**src/swd_host_transaction_engine_assert.svh**
```systemverilog
// Assertion macros for the SWD host transaction engine.
// Included by the RTL files that carry concurrent checks; no other dependencies.
`ifndef SWD_HOST_TRANSACTION_ENGINE_ASSERT_SVH
`define SWD_HOST_TRANSACTION_ENGINE_ASSERT_SVH

`ifndef NO_ASSERTIONS
// check outside reset
`define SWD_ASSERT(lbl, clk, rst_n, prop) \
    lbl: assert property (@(posedge clk) disable iff (!rst_n) prop) \
        else $error("SWD engine check failed");
// check that also holds while reset is asserted
`define SWD_ASSERT_RST(lbl, clk, prop) \
    lbl: assert property (@(posedge clk) prop) \
        else $error("SWD engine reset check failed");
`else
`define SWD_ASSERT(lbl, clk, rst_n, prop)
`define SWD_ASSERT_RST(lbl, clk, prop)
`endif

`endif

```
**src/swd_pkg.sv**
```systemverilog
// Shared types and codes for the SWD host transaction engine.
// No dependencies; imported by every module of the block.
package swd_pkg;

    localparam int DATA_BITS = 32;

    // command codes
    localparam logic [1:0] CMD_WRITE = 2'd0;
    localparam logic [1:0] CMD_READ  = 2'd1;
    localparam logic [1:0] CMD_LRST  = 2'd2;
    localparam logic [1:0] CMD_TICK  = 2'd3;

    // configuration register indexes
    localparam logic [1:0] REG_RETRY_LIMIT  = 2'd0;
    localparam logic [1:0] REG_IDLE_CLOCKS  = 2'd1;
    localparam logic [1:0] REG_RESET_CLOCKS = 2'd2;

    // ack / status codes
    localparam logic [2:0] ACK_OK      = 3'd1;
    localparam logic [2:0] ACK_WAIT    = 3'd2;
    localparam logic [2:0] ACK_OK_ALT  = 3'd3;
    localparam logic [2:0] ACK_FAULT   = 3'd4;
    localparam logic [2:0] ACK_NO_RESP = 3'd7;

    localparam logic [3:0] RETRY_LIMIT_RST  = 4'd10;
    localparam logic [5:0] IDLE_CLOCKS_RST  = 6'd20;
    localparam logic [7:0] RESET_CLOCKS_RST = 8'd60;
    localparam logic [7:0] HEADER_BITS      = 8'd8;
    localparam logic [7:0] ACK_BITS         = 8'd3;

    typedef enum logic [3:0] {
        PH_IDLE   = 4'd0,
        PH_LRST   = 4'd1,
        PH_PRE    = 4'd2,
        PH_HDR    = 4'd3,
        PH_TRN1   = 4'd4,
        PH_ACK    = 4'd5,
        PH_TRN2   = 4'd6,
        PH_WDATA  = 4'd7,
        PH_WPAR   = 4'd8,
        PH_WEXTRA = 4'd9,
        PH_RDATA  = 4'd10,
        PH_RPAR   = 4'd11,
        PH_ENDTRN = 4'd12
    } phase_t;

    typedef struct packed {
        logic [3:0] retry_limit;
        logic [5:0] idle_clocks;
        logic [7:0] reset_clocks;
    } cfg_t;

    typedef struct packed {
        logic                 clock_pulse;
        logic                 swdio_out;
        logic                 swdio_oe;
        logic                 busy;
        logic                 done;
        logic [2:0]           ack_status;
        logic                 parity_error;
        logic [DATA_BITS-1:0] read_data;
    } res_t;

endpackage

```
**src/swd_cfg.sv**
```systemverilog
// Configuration register file of the SWD engine: retry limit, idle and reset clocks.
// Depends on swd_pkg.
module swd_cfg
    import swd_pkg::*;
(
    input  logic       clk,
    input  logic       rst_n,
    input  logic       cfg_valid,
    output logic       cfg_ready,
    input  logic [1:0] cfg_index,
    input  logic [7:0] cfg_data,
    output cfg_t       cfg
);

    cfg_t cfg_reg;
    cfg_t cfg_next;

    assign cfg_ready = 1'b1;
    assign cfg      = cfg_reg;

    // register decode
    always_comb
    begin
        cfg_next = cfg_reg;
        if (cfg_valid)
        begin
            unique case (cfg_index)
                REG_RETRY_LIMIT:  cfg_next.retry_limit  = cfg_data[3:0];
                REG_IDLE_CLOCKS:  cfg_next.idle_clocks  = cfg_data[5:0];
                REG_RESET_CLOCKS: cfg_next.reset_clocks = cfg_data;
                default:          cfg_next = cfg_reg;
            endcase
        end
    end

    always_ff @(posedge clk or negedge rst_n)
    begin
        if (!rst_n)
        begin
            cfg_reg.retry_limit  <= RETRY_LIMIT_RST;
            cfg_reg.idle_clocks  <= IDLE_CLOCKS_RST;
            cfg_reg.reset_clocks <= RESET_CLOCKS_RST;
        end
        else
        begin
            cfg_reg <= cfg_next;
        end
    end

endmodule

```
**src/swd_core.sv**
```systemverilog
// SWD transaction sequencer: phase state machine, bit counter, shift and hold registers.
// Depends on swd_pkg and swd_host_transaction_engine_assert.svh.
`include "swd_host_transaction_engine_assert.svh"

module swd_core
    import swd_pkg::*;
(
    input  logic                 clk,
    input  logic                 rst_n,
    input  logic                 fire,
    input  cfg_t                 cfg,
    input  logic [1:0]           command,
    input  logic [7:0]           header,
    input  logic [DATA_BITS-1:0] write_data,
    input  logic                 swdio_in,
    output res_t                 res
);

    phase_t               phase_reg, phase_next;
    logic [7:0]           bit_counter_reg, bit_counter_next;
    logic [DATA_BITS-1:0] shift_word_reg, shift_word_next;
    logic [7:0]           header_hold_reg, header_hold_next;
    logic [DATA_BITS-1:0] write_hold_reg, write_hold_next;
    logic [3:0]           attempts_left_reg, attempts_left_next;
    logic [2:0]           ack_hold_reg, ack_hold_next;
    logic                 parity_hold_reg, parity_hold_next;
    logic                 is_read_reg, is_read_next;

    logic       start_attempt;
    logic       finish;
    logic [2:0] status;
    logic [7:0] bc_dec;
    logic [2:0] hdr_idx;
    logic [1:0] ack_idx;

    // status of a finished attempt
    function automatic logic [2:0] attempt_status(logic [2:0] a, logic rd);
        logic [2:0] s;
        s = ACK_NO_RESP;
        if (a == ACK_OK || a == ACK_WAIT || a == ACK_FAULT)
            s = a;
        else if (rd && a == ACK_OK_ALT)
            s = a;
        return s;
    endfunction

    assign bc_dec  = bit_counter_reg - 8'd1;
    assign hdr_idx = 3'd0 - bit_counter_reg[2:0];
    assign ack_idx = 2'd3 - bit_counter_reg[1:0];
    assign status  = attempt_status(ack_hold_reg, is_read_reg);

    // next state and result for one item
    always_comb
    begin
        phase_next         = phase_reg;
        bit_counter_next   = bit_counter_reg;
        shift_word_next    = shift_word_reg;
        header_hold_next   = header_hold_reg;
        write_hold_next    = write_hold_reg;
        attempts_left_next = attempts_left_reg;
        ack_hold_next      = ack_hold_reg;
        parity_hold_next   = parity_hold_reg;
        is_read_next       = is_read_reg;
        res                = '0;
        start_attempt      = 1'b0;
        finish             = 1'b0;

        if (command != CMD_TICK)
        begin
            if (phase_reg != PH_IDLE)
            begin
                res.busy = 1'b1;
            end
            else if (command == CMD_LRST)
            begin
                is_read_next  = 1'b0;
                ack_hold_next = '0;
                if (cfg.reset_clocks == 8'd0)
                begin
                    res.done = 1'b1;
                end
                else
                begin
                    phase_next       = PH_LRST;
                    bit_counter_next = cfg.reset_clocks;
                    res.busy         = 1'b1;
                end
            end
            else
            begin
                is_read_next       = (command == CMD_READ);
                header_hold_next   = header;
                write_hold_next    = write_data;
                attempts_left_next = (cfg.retry_limit != 4'd0) ? cfg.retry_limit : 4'd1;
                start_attempt      = 1'b1;
                res.busy           = 1'b1;
            end
        end
        else if (phase_reg != PH_IDLE)
        begin
            res.clock_pulse = 1'b1;
            res.busy        = 1'b1;
            unique case (phase_reg)
                PH_LRST:
                begin
                    res.swdio_out    = 1'b1;
                    res.swdio_oe     = 1'b1;
                    bit_counter_next = bc_dec;
                    if (bc_dec == 8'd0)
                    begin
                        phase_next = PH_IDLE;
                        res.busy   = 1'b0;
                        res.done   = 1'b1;
                    end
                end
                PH_PRE:
                begin
                    res.swdio_oe     = 1'b1;
                    bit_counter_next = bc_dec;
                    if (bc_dec == 8'd0)
                    begin
                        phase_next       = PH_HDR;
                        bit_counter_next = HEADER_BITS;
                    end
                end
                PH_HDR:
                begin
                    res.swdio_out    = header_hold_reg[hdr_idx];
                    res.swdio_oe     = 1'b1;
                    bit_counter_next = bc_dec;
                    if (bc_dec == 8'd0)
                        phase_next = PH_TRN1;
                end
                PH_TRN1:
                begin
                    phase_next       = PH_ACK;
                    bit_counter_next = ACK_BITS;
                end
                PH_ACK:
                begin
                    ack_hold_next    = ack_hold_reg | (3'(swdio_in) << ack_idx);
                    bit_counter_next = bc_dec;
                    if (bc_dec == 8'd0)
                    begin
                        if (!is_read_reg)
                        begin
                            phase_next = PH_TRN2;
                        end
                        else if (ack_hold_next == ACK_OK || ack_hold_next == ACK_OK_ALT)
                        begin
                            phase_next       = PH_RDATA;
                            bit_counter_next = 8'(DATA_BITS);
                            shift_word_next  = '0;
                        end
                        else
                        begin
                            phase_next = PH_ENDTRN;
                        end
                    end
                end
                PH_TRN2:
                begin
                    if (ack_hold_reg == ACK_OK)
                    begin
                        phase_next       = PH_WDATA;
                        bit_counter_next = 8'(DATA_BITS);
                        shift_word_next  = write_hold_reg;
                    end
                    else
                    begin
                        finish = 1'b1;
                    end
                end
                PH_WDATA:
                begin
                    res.swdio_out    = shift_word_reg[0];
                    res.swdio_oe     = 1'b1;
                    shift_word_next  = shift_word_reg >> 1;
                    bit_counter_next = bc_dec;
                    if (bc_dec == 8'd0)
                        phase_next = PH_WPAR;
                end
                PH_WPAR:
                begin
                    res.swdio_out = parity_hold_reg;
                    res.swdio_oe  = 1'b1;
                    phase_next    = PH_WEXTRA;
                end
                PH_WEXTRA:
                begin
                    res.swdio_oe = 1'b1;
                    finish       = 1'b1;
                end
                PH_RDATA:
                begin
                    shift_word_next  = {swdio_in, shift_word_reg[DATA_BITS-1:1]};
                    bit_counter_next = bc_dec;
                    if (bc_dec == 8'd0)
                        phase_next = PH_RPAR;
                end
                PH_RPAR:
                begin
                    parity_hold_next = (^shift_word_reg) ^ swdio_in;
                    phase_next       = PH_ENDTRN;
                end
                PH_ENDTRN:
                begin
                    finish = 1'b1;
                end
                default:
                begin
                    phase_next      = PH_IDLE;
                    res.clock_pulse = 1'b0;
                    res.busy        = 1'b0;
                end
            endcase
        end

        // end of attempt: retry on no response, else complete
        if (finish)
        begin
            if (status == ACK_NO_RESP && attempts_left_reg > 4'd1)
            begin
                attempts_left_next = attempts_left_reg - 4'd1;
                start_attempt      = 1'b1;
                res.busy           = 1'b1;
            end
            else
            begin
                res.done       = 1'b1;
                res.ack_status = status;
                if (is_read_reg && (status == ACK_OK || status == ACK_OK_ALT))
                begin
                    res.parity_error = parity_hold_reg;
                    res.read_data    = shift_word_reg;
                end
                phase_next = PH_IDLE;
                res.busy   = 1'b0;
            end
        end

        // set up idle clocks or header for a new attempt
        if (start_attempt)
        begin
            ack_hold_next    = '0;
            shift_word_next  = '0;
            parity_hold_next = is_read_next ? 1'b0 : (^write_hold_next);
            if (cfg.idle_clocks != 6'd0)
            begin
                phase_next       = PH_PRE;
                bit_counter_next = {2'b00, cfg.idle_clocks};
            end
            else
            begin
                phase_next       = PH_HDR;
                bit_counter_next = HEADER_BITS;
            end
        end
    end

    // state registers, advanced once per accepted item
    always_ff @(posedge clk or negedge rst_n)
    begin
        if (!rst_n)
        begin
            phase_reg         <= PH_IDLE;
            bit_counter_reg   <= '0;
            shift_word_reg    <= '0;
            header_hold_reg   <= '0;
            write_hold_reg    <= '0;
            attempts_left_reg <= '0;
            ack_hold_reg      <= '0;
            parity_hold_reg   <= 1'b0;
            is_read_reg       <= 1'b0;
        end
        else if (fire)
        begin
            phase_reg         <= phase_next;
            bit_counter_reg   <= bit_counter_next;
            shift_word_reg    <= shift_word_next;
            header_hold_reg   <= header_hold_next;
            write_hold_reg    <= write_hold_next;
            attempts_left_reg <= attempts_left_next;
            ack_hold_reg      <= ack_hold_next;
            parity_hold_reg   <= parity_hold_next;
            is_read_reg       <= is_read_next;
        end
    end

    `SWD_ASSERT(a_done_not_busy, clk, rst_n, fire && res.done |-> !res.busy)
    `SWD_ASSERT(a_idle_tick_stays, clk, rst_n,
        fire && phase_reg == PH_IDLE && command == CMD_TICK |=> phase_reg == PH_IDLE)
    `SWD_ASSERT(a_attempts_live, clk, rst_n,
        phase_reg != PH_IDLE && phase_reg != PH_LRST |-> attempts_left_reg != 4'd0)
    `SWD_ASSERT(a_status_only_done, clk, rst_n,
        !res.done |-> res.ack_status == 3'd0 && res.read_data == '0)

endmodule

```
**src/swd_out_reg.sv**
```systemverilog
// Result register of the SWD engine: holds one result beat until the consumer takes it.
// Depends on swd_pkg and swd_host_transaction_engine_assert.svh.
`include "swd_host_transaction_engine_assert.svh"

module swd_out_reg
    import swd_pkg::*;
(
    input  logic clk,
    input  logic rst_n,
    input  logic fire,
    input  res_t res,
    output logic in_stall,
    output logic out_valid,
    input  logic out_stall,
    output res_t res_out
);

    logic out_valid_reg, out_valid_next;
    res_t res_reg;

    // the input waits only while a held beat is stalled
    assign in_stall       = out_valid_reg && out_stall;
    assign out_valid_next = fire || (out_valid_reg && out_stall);
    assign out_valid      = out_valid_reg;
    assign res_out        = res_reg;

    always_ff @(posedge clk or negedge rst_n)
    begin
        if (!rst_n)
            out_valid_reg <= 1'b0;
        else
            out_valid_reg <= out_valid_next;
    end

    // payload, no reset
    always_ff @(posedge clk)
    begin
        if (fire)
            res_reg <= res;
    end

    `SWD_ASSERT(a_fire_loads, clk, rst_n, fire |=> out_valid_reg && res_reg == $past(res))
    `SWD_ASSERT(a_no_fire_when_held, clk, rst_n, out_valid_reg && out_stall |-> !fire)
    `SWD_ASSERT_RST(a_reset_empty, clk, !rst_n |-> !out_valid_reg)

endmodule

```
**src/swd_host_transaction_engine.sv**
```systemverilog
// Top level of the SWD host transaction engine: config registers, sequencer, result register.
// Depends on swd_pkg, swd_cfg, swd_core and swd_out_reg.
//
//  channel | handshake            | payload
//  --------+----------------------+--------------------------------------------------
//  in      | in_valid / in_stall  | command, header, write_data, swdio_in
//  out     | out_valid / out_stall| clock_pulse, swdio_out, swdio_oe, busy_res,
//          |                      | done_res, ack_status, parity_error, read_data
//  cfg     | cfg_valid / cfg_ready| cfg_index, cfg_data
//
// One item is accepted per cycle; the result register shows its result the next cycle.
// The single result register sets the rate: in_stall is high only while a result is held
// and out_stall is high, so an item can be accepted in the same cycle a result is taken.
// Reset clears the phase to idle and loads retry_limit 10, idle_clocks 20, reset_clocks 60;
// there is no clearing pass. cfg_ready is always high.
module swd_host_transaction_engine
    import swd_pkg::*;
(
    input  logic                 clk,
    input  logic                 rst_n,
    input  logic                 in_valid,
    output logic                 in_stall,
    input  logic [1:0]           command,
    input  logic [7:0]           header,
    input  logic [DATA_BITS-1:0] write_data,
    input  logic                 swdio_in,
    output logic                 out_valid,
    input  logic                 out_stall,
    output logic                 clock_pulse,
    output logic                 swdio_out,
    output logic                 swdio_oe,
    output logic                 busy_res,
    output logic                 done_res,
    output logic [2:0]           ack_status,
    output logic                 parity_error,
    output logic [DATA_BITS-1:0] read_data,
    input  logic                 cfg_valid,
    output logic                 cfg_ready,
    input  logic [1:0]           cfg_index,
    input  logic [7:0]           cfg_data
);

    cfg_t cfg;
    res_t res;
    res_t res_out;
    logic fire;

    assign fire = in_valid && !in_stall;

    swd_cfg u_cfg (
        .clk       (clk),
        .rst_n     (rst_n),
        .cfg_valid (cfg_valid),
        .cfg_ready (cfg_ready),
        .cfg_index (cfg_index),
        .cfg_data  (cfg_data),
        .cfg       (cfg)
    );

    swd_core u_core (
        .clk        (clk),
        .rst_n      (rst_n),
        .fire       (fire),
        .cfg        (cfg),
        .command    (command),
        .header     (header),
        .write_data (write_data),
        .swdio_in   (swdio_in),
        .res        (res)
    );

    swd_out_reg u_out (
        .clk       (clk),
        .rst_n     (rst_n),
        .fire      (fire),
        .res       (res),
        .in_stall  (in_stall),
        .out_valid (out_valid),
        .out_stall (out_stall),
        .res_out   (res_out)
    );

    assign clock_pulse  = res_out.clock_pulse;
    assign swdio_out    = res_out.swdio_out;
    assign swdio_oe     = res_out.swdio_oe;
    assign busy_res     = res_out.busy;
    assign done_res     = res_out.done;
    assign ack_status   = res_out.ack_status;
    assign parity_error = res_out.parity_error;
    assign read_data    = res_out.read_data;

endmodule
```
**config.mk**
```make
export PLATFORM = sky130hd
export DESIGN_NAME = swd_host_transaction_engine
export DESIGN_NICKNAME = d
export VERILOG_FILES = /design/src/swd_pkg.sv /design/src/swd_cfg.sv /design/src/swd_core.sv /design/src/swd_out_reg.sv /design/src/swd_host_transaction_engine.sv
export VERILOG_INCLUDE_DIRS = /design/src /design/src/src
export SDC_FILE = /design/constraint.sdc
export NUM_CORES = 1
export LEC_CHECK = 0
export BUFFER_PORTS_ARGS = -buffer_cell sky130_fd_sc_hd__buf_4
export CORE_MARGIN = 4
export CORE_UTILIZATION = 40
export DETAILED_ROUTE_END_ITERATION = 10
export GPL_TIMING_DRIVEN = 0
export HOLD_SLACK_MARGIN = 0.12
export PLACE_DENSITY = 0.71
export RECOVER_POWER = 50
export SLEW_MARGIN = 20
export SYNTH_ARGS = -nofsm -noshare
export SYNTH_HDL_FRONTEND = slang
export SYNTH_SLANG_ARGS = --single-unit
export TNS_END_PERCENT = 1
```
**constraint.sdc**
```tcl
create_clock -name clk -period 7.3 [get_ports clk]
set_clock_uncertainty 0.05 [all_clocks]
set_input_delay 0 -clock clk [delete_from_list [all_inputs] [get_ports clk]]
set_output_delay 0 -clock clk [all_outputs]
set_load 0.01 [all_outputs]
```
* Yosys cells after proc, flatten, opt, wreduce, memory -nomap -nowiden *
Cells that the tools add are included.

storage, ports and cells
  register bits after elaboration = 153
  latch bits = 0
  RAM bits = 0
  ROM bits = 0
  bits of input ports = 58
  output and inout port bits = 44
  word-level logic and storage cells = 204
  memories kept = 0

operators by class
  add/sub/neg operators = 4
  $mul = 0
  div/mod/pow operators = 0
  magnitude comparators = 2
  eq/ne operators = 34
  shift-type cells = 1
  muxes and demuxes = 94
  bitwise operators = 6
  reductions and logical operators = 42

operator list
  operator                                               number
  two-way mux 32 bit                                     10
  one-hot mux 32 bit (4 select lines)                    1
  two-way mux 4 bit                                      22
  two-way mux 8 bit                                      11
  parity 32 bit                                          2
  one-hot mux 4 bit (11 select lines)                    1
  one-hot mux 8 bit (5 select lines)                     1
  two-way mux 38 bit                                     1
  two-way mux 37 bit                                     1
  two-way mux 33 bit                                     1
  two-way mux 1 bit                                      28
  two-way mux 3 bit                                      9
  == test 4 bit, second input constant                   5
  == test 4 x 3 -> 1 bit, second input constant          4
  logical NOT 8 bit                                      2
  inequality test 3 x 1 -> 1 bit, second input constant  5
  == test 3 x 2 -> 1 bit, second input constant          4
  OR reduction 12 bit                                    1
  OR reduction 11 bit                                    1
  == test 3 x 1 -> 1 bit, second input constant          3
  nonzero test 3 bit                                     3
  == test 4 x 2 -> 1 bit, second input constant          2
  AND reduction 4 bit                                    2
  AND reduction 8 bit                                    1
  other kinds (39)                                       62

* Longest topological paths before layout *
  depth after elaboration = 14
  mapped depth = 14
  gate-level depth less buffers = 10

* Cells and area by module *
A second synthesis with hierarchy kept.

unflattened totals
  cell total of the unflattened synthesis = 747
  area, all modules = 8373.0 um2

by module, submodules not included
  module                       instances  cells each  area each (um2)  sequential area each (um2)
  swd_core                     1          661         6364.9           2327.2
  swd_out_reg                  1          44          1270.0           1256.2
  swd_cfg                      1          41          724.4            460.4
  swd_host_transaction_engine  1          1           13.8             0.0

* Worst setup path before layout *
OpenSTA, ideal clock, no wires.

  path type = register to register
  from = register u_core.bit_counter_reg[0]
  to = register u_core.bit_counter_reg[4]
  setup time = 66 ps
  data arrival time = 2553 ps
  required time = 7184 ps
  path slack = 4631 ps
  stages on the path, launching flop included = 14
  path buffers = 4
  period minus slack after synthesis = 2669 ps
  path through = dfrtp_1 > buf_2 > inv_1 > ha_1 > clkbuf_2 > nand3b_1 > o41ai_1 > and3_1 > buf_6 > and3_4 > or3_4 > buf_6 > o311ai_4 > a22o_1

on the way
  longest elaborated chain between the ends = 12
  elaborated cells on any way between the ends = 16
  classes of those cells = add/sub (2); eq/ne (2); shift (1); mux (8); bitwise (1); reduce/logical (2)

RTL lines
  what                                                              line             source
  from (decl)                                                       swd_core.sv:20   logic [7:0] bit_counter_reg, bit_counter_next;
  from (signal assigned)                                            swd_core.sv:279  bit_counter_reg <= bit_counter_next;
  subtractor 2 bit                                                  swd_core.sv:49   assign ack_idx = 2'd3 - bit_counter_reg[1:0];
  << shifter 1 x 2 -> 3 bit                                         swd_core.sv:141  ack_hold_next = ack_hold_reg | (3'(swdio_in) << ack_idx);
  bitwise OR 3 bit                                                  swd_core.sv:141
  == test 3 x 1 -> 1 bit or == test 3 x 2 -> 1 bit (tied branches)  swd_core.sv:149  else if (ack_hold_next == ACK_OK || ack_hold_next == ACK_OK_ALT)
  logical OR 1 bit                                                  swd_core.sv:149
  two-way mux 8 bit                                                 swd_core.sv:149
  two-way mux 8 bit                                                 swd_core.sv:145  if (!is_read_reg)
  two-way mux 8 bit                                                 swd_core.sv:143  if (bc_dec == 8'd0)
  one-hot mux 8 bit (5 select lines) (*)                            swd_core.sv:103  unique case (phase_reg)
  two-way mux 8 bit (*)                                             swd_core.sv:99   else if (phase_reg != PH_IDLE)
  two-way mux 8 bit (*)                                             swd_core.sv:68   if (command != CMD_TICK)
  two-way mux 8 bit (*)                                             swd_core.sv:243  if (start_attempt)

Mark *: on every way between the ends. The rest lies on a longest branch, timed or not. The select of a mux whose other input is x is not followed.
A chain may end at the register's enable or synchronous reset.

==> results.txt <==
----------------------------------------------------
[Drt]
  # DRC ... 0
  Vias after detailed routing ... around 6500
  Routed wirelength normalized by instance count ... ~17 µm
  Number of DRC markers in iteration 0 ... about 600
  Count of antenna-violating nets left after detailed routing ... 0
  Total Wirelength ... between 20000 and 25000 µm
  1st-pass router iterations ... 5
  Vias/cell ... about 5.3

[STA]
  Final min period ... 4.19 ns
  Worst-Margin Slew ... around 3.4 ns
  Final Slew Violations ... between 100 and 150
  Hold Worst Slack ... 0.141 ns
  Headroom to the max-slew limit ... -129%
  Setup TNS ... 0 ns
  # setup viols final ... 0
  Post-route clock period utilization ... around 57%
  Hold Fails Final Rpt ... 0
  Fmax ... ~240 MHz
  RSZ-0062 raised after global routing ... false

[Synth]
  Synth Area in Compound Gates ... roughly an eighth
  Count of flip-flops with a built-in enable after synthesis ... 41
  Total standard cell area after synthesis ... 0.00813 mm²
  Share of async-settable or async-resettable flops after synthesis ... ~73%
  Most instantiated flip-flop cell in the synthesis netlist ... sky130_fd_sc_hd__dfrtp_1
  Fraction of synthesized cell area taken by the top area cell type ... 32.0%
  Synthesis warning total ... 0
  Simple-gate area share of the yosys netlist ... between 10% and 20%
  Post-Synthesis Net Count ... ~800
  Synth Area in XOR/XNOR ... 10.8%
  Cell taking the most area after synthesis ... sky130_fd_sc_hd__dfrtp_1
  Share of synthesized cell area in full adder, half adder and majority cells ... less than 1%
  Cells taking the most area after synthesis ... sky130_fd_sc_hd__dfrtp_1, sky130_fd_sc_hd__edfxtp_1, sky130_fd_sc_hd__xnor2_1
  Syn Inst Count ... 755
  Unique cell type count in the Yosys netlist ... 67
  Synth Register Bits ... between 150 and 200
  Average cell area after synthesis ... 10.8 µm²
  Main combinational cell family by area after synthesis ... simple AND/OR/NAND/NOR gates
  Sequential fraction of the synthesis area ... 49.7%
  Mux cell area share after synthesis ... under 10%

[Worst setup path]
  Data arrival time of the critical path ... just under 4 ns
  Critical setup path kind ... input port to asynchronous set/reset pin
  Startpoint of the most critical register-to-register path ... u_core.bit_counter_reg[0]$_DFFE_PN0P_
  Crit path capture type ... asynchronous set/reset pin
  Launching element type of the critical path ... input port
  Data required time at the worst endpoint ... between 7 and 8 ns
  Worst setup path start ... rst_n
  Crit path max fanout ... 63

[Layout]
  Post-layout net count ... 1000
  Commonest non-fill, non-tap cell in the layout ... sky130_fd_sc_hd__dfrtp_1
  # diodes ... 0
  Layout Area Growth over Synthesis ... 26.0%
  Highest-count cells in the layout ignoring fill and taps ... sky130_fd_sc_hd__dfrtp_1, sky130_fd_sc_hd__xnor2_1, sky130_fd_sc_hd__clkbuf_1, sky130_fd_sc_hd__nand2_1, sky130_fd_sc_hd__dlygate4sd3_1
  Max FFs per register ... 41
  Layout cells sized above 1 ... a little under a fifth

[Die]
  Number of cell rows ... about 50
  CORE AREA ... approximately 0.02 mm²
  Initial cell density of the core ... around two fifths
  Height of the die ... roughly 150 µm
  Width of the die ... 151 µm
  DIE AREA ... about 0.023 mm²
  Ports ... around 100

[CTS]
  Clock root cell ... sky130_fd_sc_hd__clkbuf_16
  Clock slew at reported path FFs ... ~0.060 ns
  H-tree levels ... 4
  CTS sink cnt ... 153
  CTS tree ... yes
  Max clock buf depth ... 2
  Number of CTS-inserted buffers ... 17
  Clk_lat worst skew ... ~0.43 ns
  Post-CTS resize count ... 0

[Power]
  Worst voltage drop across the vdd grid ... between 150 and 200 µV
  Power per unit of standard cell area ... 344 mW/mm²
  Leak ... 3.99 nW

[Global routing]
  Global-route wire length before repair ... approximately 34000 µm
  Number of global-route vias before repair ... approximately 6500
  Maximum number of pins on one net before global-route repair ... 64
  Total gr overflow ... 0
  GRT Util Overall ... roughly a fifth
  Initial antenna violation count ... 0

[Placement]
  GPL Wtd Cong ... 0.916
  Half-perimeter wire length after placement ... roughly 15000 µm
  I/O Buffers ... 100

[Min path]
  Start point of the worst min-delay path ... cfg_valid
  Tightest Hold Check Type ... input port to flip-flop

[Outcome]
  Outcome ... complete, but fails checks
  Violated checks ... capacitance limit, slew limit

[Run]
  Max cap viols ... 2

----------------------------------------------------
-- layer usage --
layer | GRT usage [%] | up-vias | share of wire, %
met2 | 31.5 | 225 | 49
met4 | 5.80 | 0 | 1.3
met5 | 0 | - | 0
li1 | - | 3042 | -
met1 | 26.0 | 3189 | 44
met3 | 3.82 | 26 | 5.7
-- through the flow --
| stage | utilization (%) | area [µm²] | worst slack (ns) | std cells | total power, mW |
|---|---|---|---|---|---|
| after floorplan | - | 8130 | 4.63 | 755 | 2.28 |
| after global placement | 46.7 | 9210 | 4.02 | 1120 | 2.61 |
| after detailed placement | 47.0 | 9270 | 3.99 | 1122 | 2.64 |
| after CTS | 53.1 | 10500 | 3.97 | 1216 | 3.53 |
| after global routing | 51.9 | 10200 | 2.22 | 1216 | 3.71 |
| final | 51.9 | 10200 | 3.11 | 1216 | 3.52 |
-- power by group --
part           leakage (nW)  internal, mW  switching [mW]
combinational          1.92         0.687           0.717
clock                 0.257         0.483           0.370
sequential             1.81          1.08           0.184
-- synth_stat cells (3+ instances only) --
master	count
sky130_fd_sc_hd__o21a_1	5
sky130_fd_sc_hd__nor3b_1	3
sky130_fd_sc_hd__nor4_1	5
sky130_fd_sc_hd__o22ai_1	3
sky130_fd_sc_hd__nand2b_1	6
sky130_fd_sc_hd__buf_6	8
sky130_fd_sc_hd__inv_1	11
sky130_fd_sc_hd__nor2_1	47
sky130_fd_sc_hd__buf_2	9
sky130_fd_sc_hd__mux2_2	54
sky130_fd_sc_hd__xor2_1	12
sky130_fd_sc_hd__dfstp_2	8
sky130_fd_sc_hd__nand2_1	70
sky130_fd_sc_hd__o21ai_1	3
sky130_fd_sc_hd__a21oi_1	16
sky130_fd_sc_hd__and3_1	3
sky130_fd_sc_hd__a31oi_1	9
sky130_fd_sc_hd__o31ai_1	4
sky130_fd_sc_hd__o211ai_1	4
sky130_fd_sc_hd__xnor2_1	88
sky130_fd_sc_hd__nand3b_1	5
sky130_fd_sc_hd__ha_1	4
sky130_fd_sc_hd__nor3_1	10
sky130_fd_sc_hd__o21ai_0	57
sky130_fd_sc_hd__a22oi_1	34
sky130_fd_sc_hd__and2_1	38
sky130_fd_sc_hd__a22o_1	4
sky130_fd_sc_hd__nand3_1	14
sky130_fd_sc_hd__mux2_1	4
sky130_fd_sc_hd__edfxtp_1	41
sky130_fd_sc_hd__clkbuf_1	26
sky130_fd_sc_hd__o41ai_1	4
sky130_fd_sc_hd__dfrtp_1	104
-- worst paths after layout --
check | cells after the start | slack (ns) | to
worst min register to register | 1 | 0.44 | u_core.header_hold_reg[3]$_DFFE_PN0P_
worst min-delay path | 3 | 0.14 | u_cfg.cfg[11]$_DFFE_PN0P_
max in group clk | 13 | 3.92 | u_core.shift_word_reg[11]$_DFFE_PN0P_
worst max register to register | 13 | 3.92 | u_core.shift_word_reg[11]$_DFFE_PN0P_
min in group asynchronous | 3 | 0.79 | u_cfg.cfg[15]$_DFFE_PN1P_
worst max-delay path | 4 | 3.11 | u_core.write_hold_reg[27]$_DFFE_PN0P_
-- kinds of logic after synthesis --
| logic type | after synthesis |
|---|---|
| AND/OR/NAND/NOR | 214 |
| AO/OA/AOI/OAI | 160 |
| flip-flops | 153 |
| XOR/XNOR | 100 |
| multiplexers | 62 |
| buffers and inverters | 61 |
| adder cells (fa/ha/maj) | 4 |
| other | 1 |
-- final cells by class --
cell class,count,area (µm²)
fill,1783,9480
sequential,153,4040
multi-input combinational,541,3780
timing repair buffer,164,1220
clock buffer,21,450
tap,265,332
buffer,49,265
clock inverter,11,111
inverter,12,46.3
-- what timing repair did --
action,4_1_cts,5_1_grt
setup buffers,0,0
endpoints found under the hold margin,179,0
hold buffers,62,0
-- critical path, cell delays in order --
cell and delay [ns]:
sky130_fd_sc_hd__dlygate4sd3_1 0.52, sky130_fd_sc_hd__dlygate4sd3_1 0.54, sky130_fd_sc_hd__clkbuf_1 0.34, sky130_fd_sc_hd__clkbuf_1 2.44
Power figures use the tool's default switching activity.
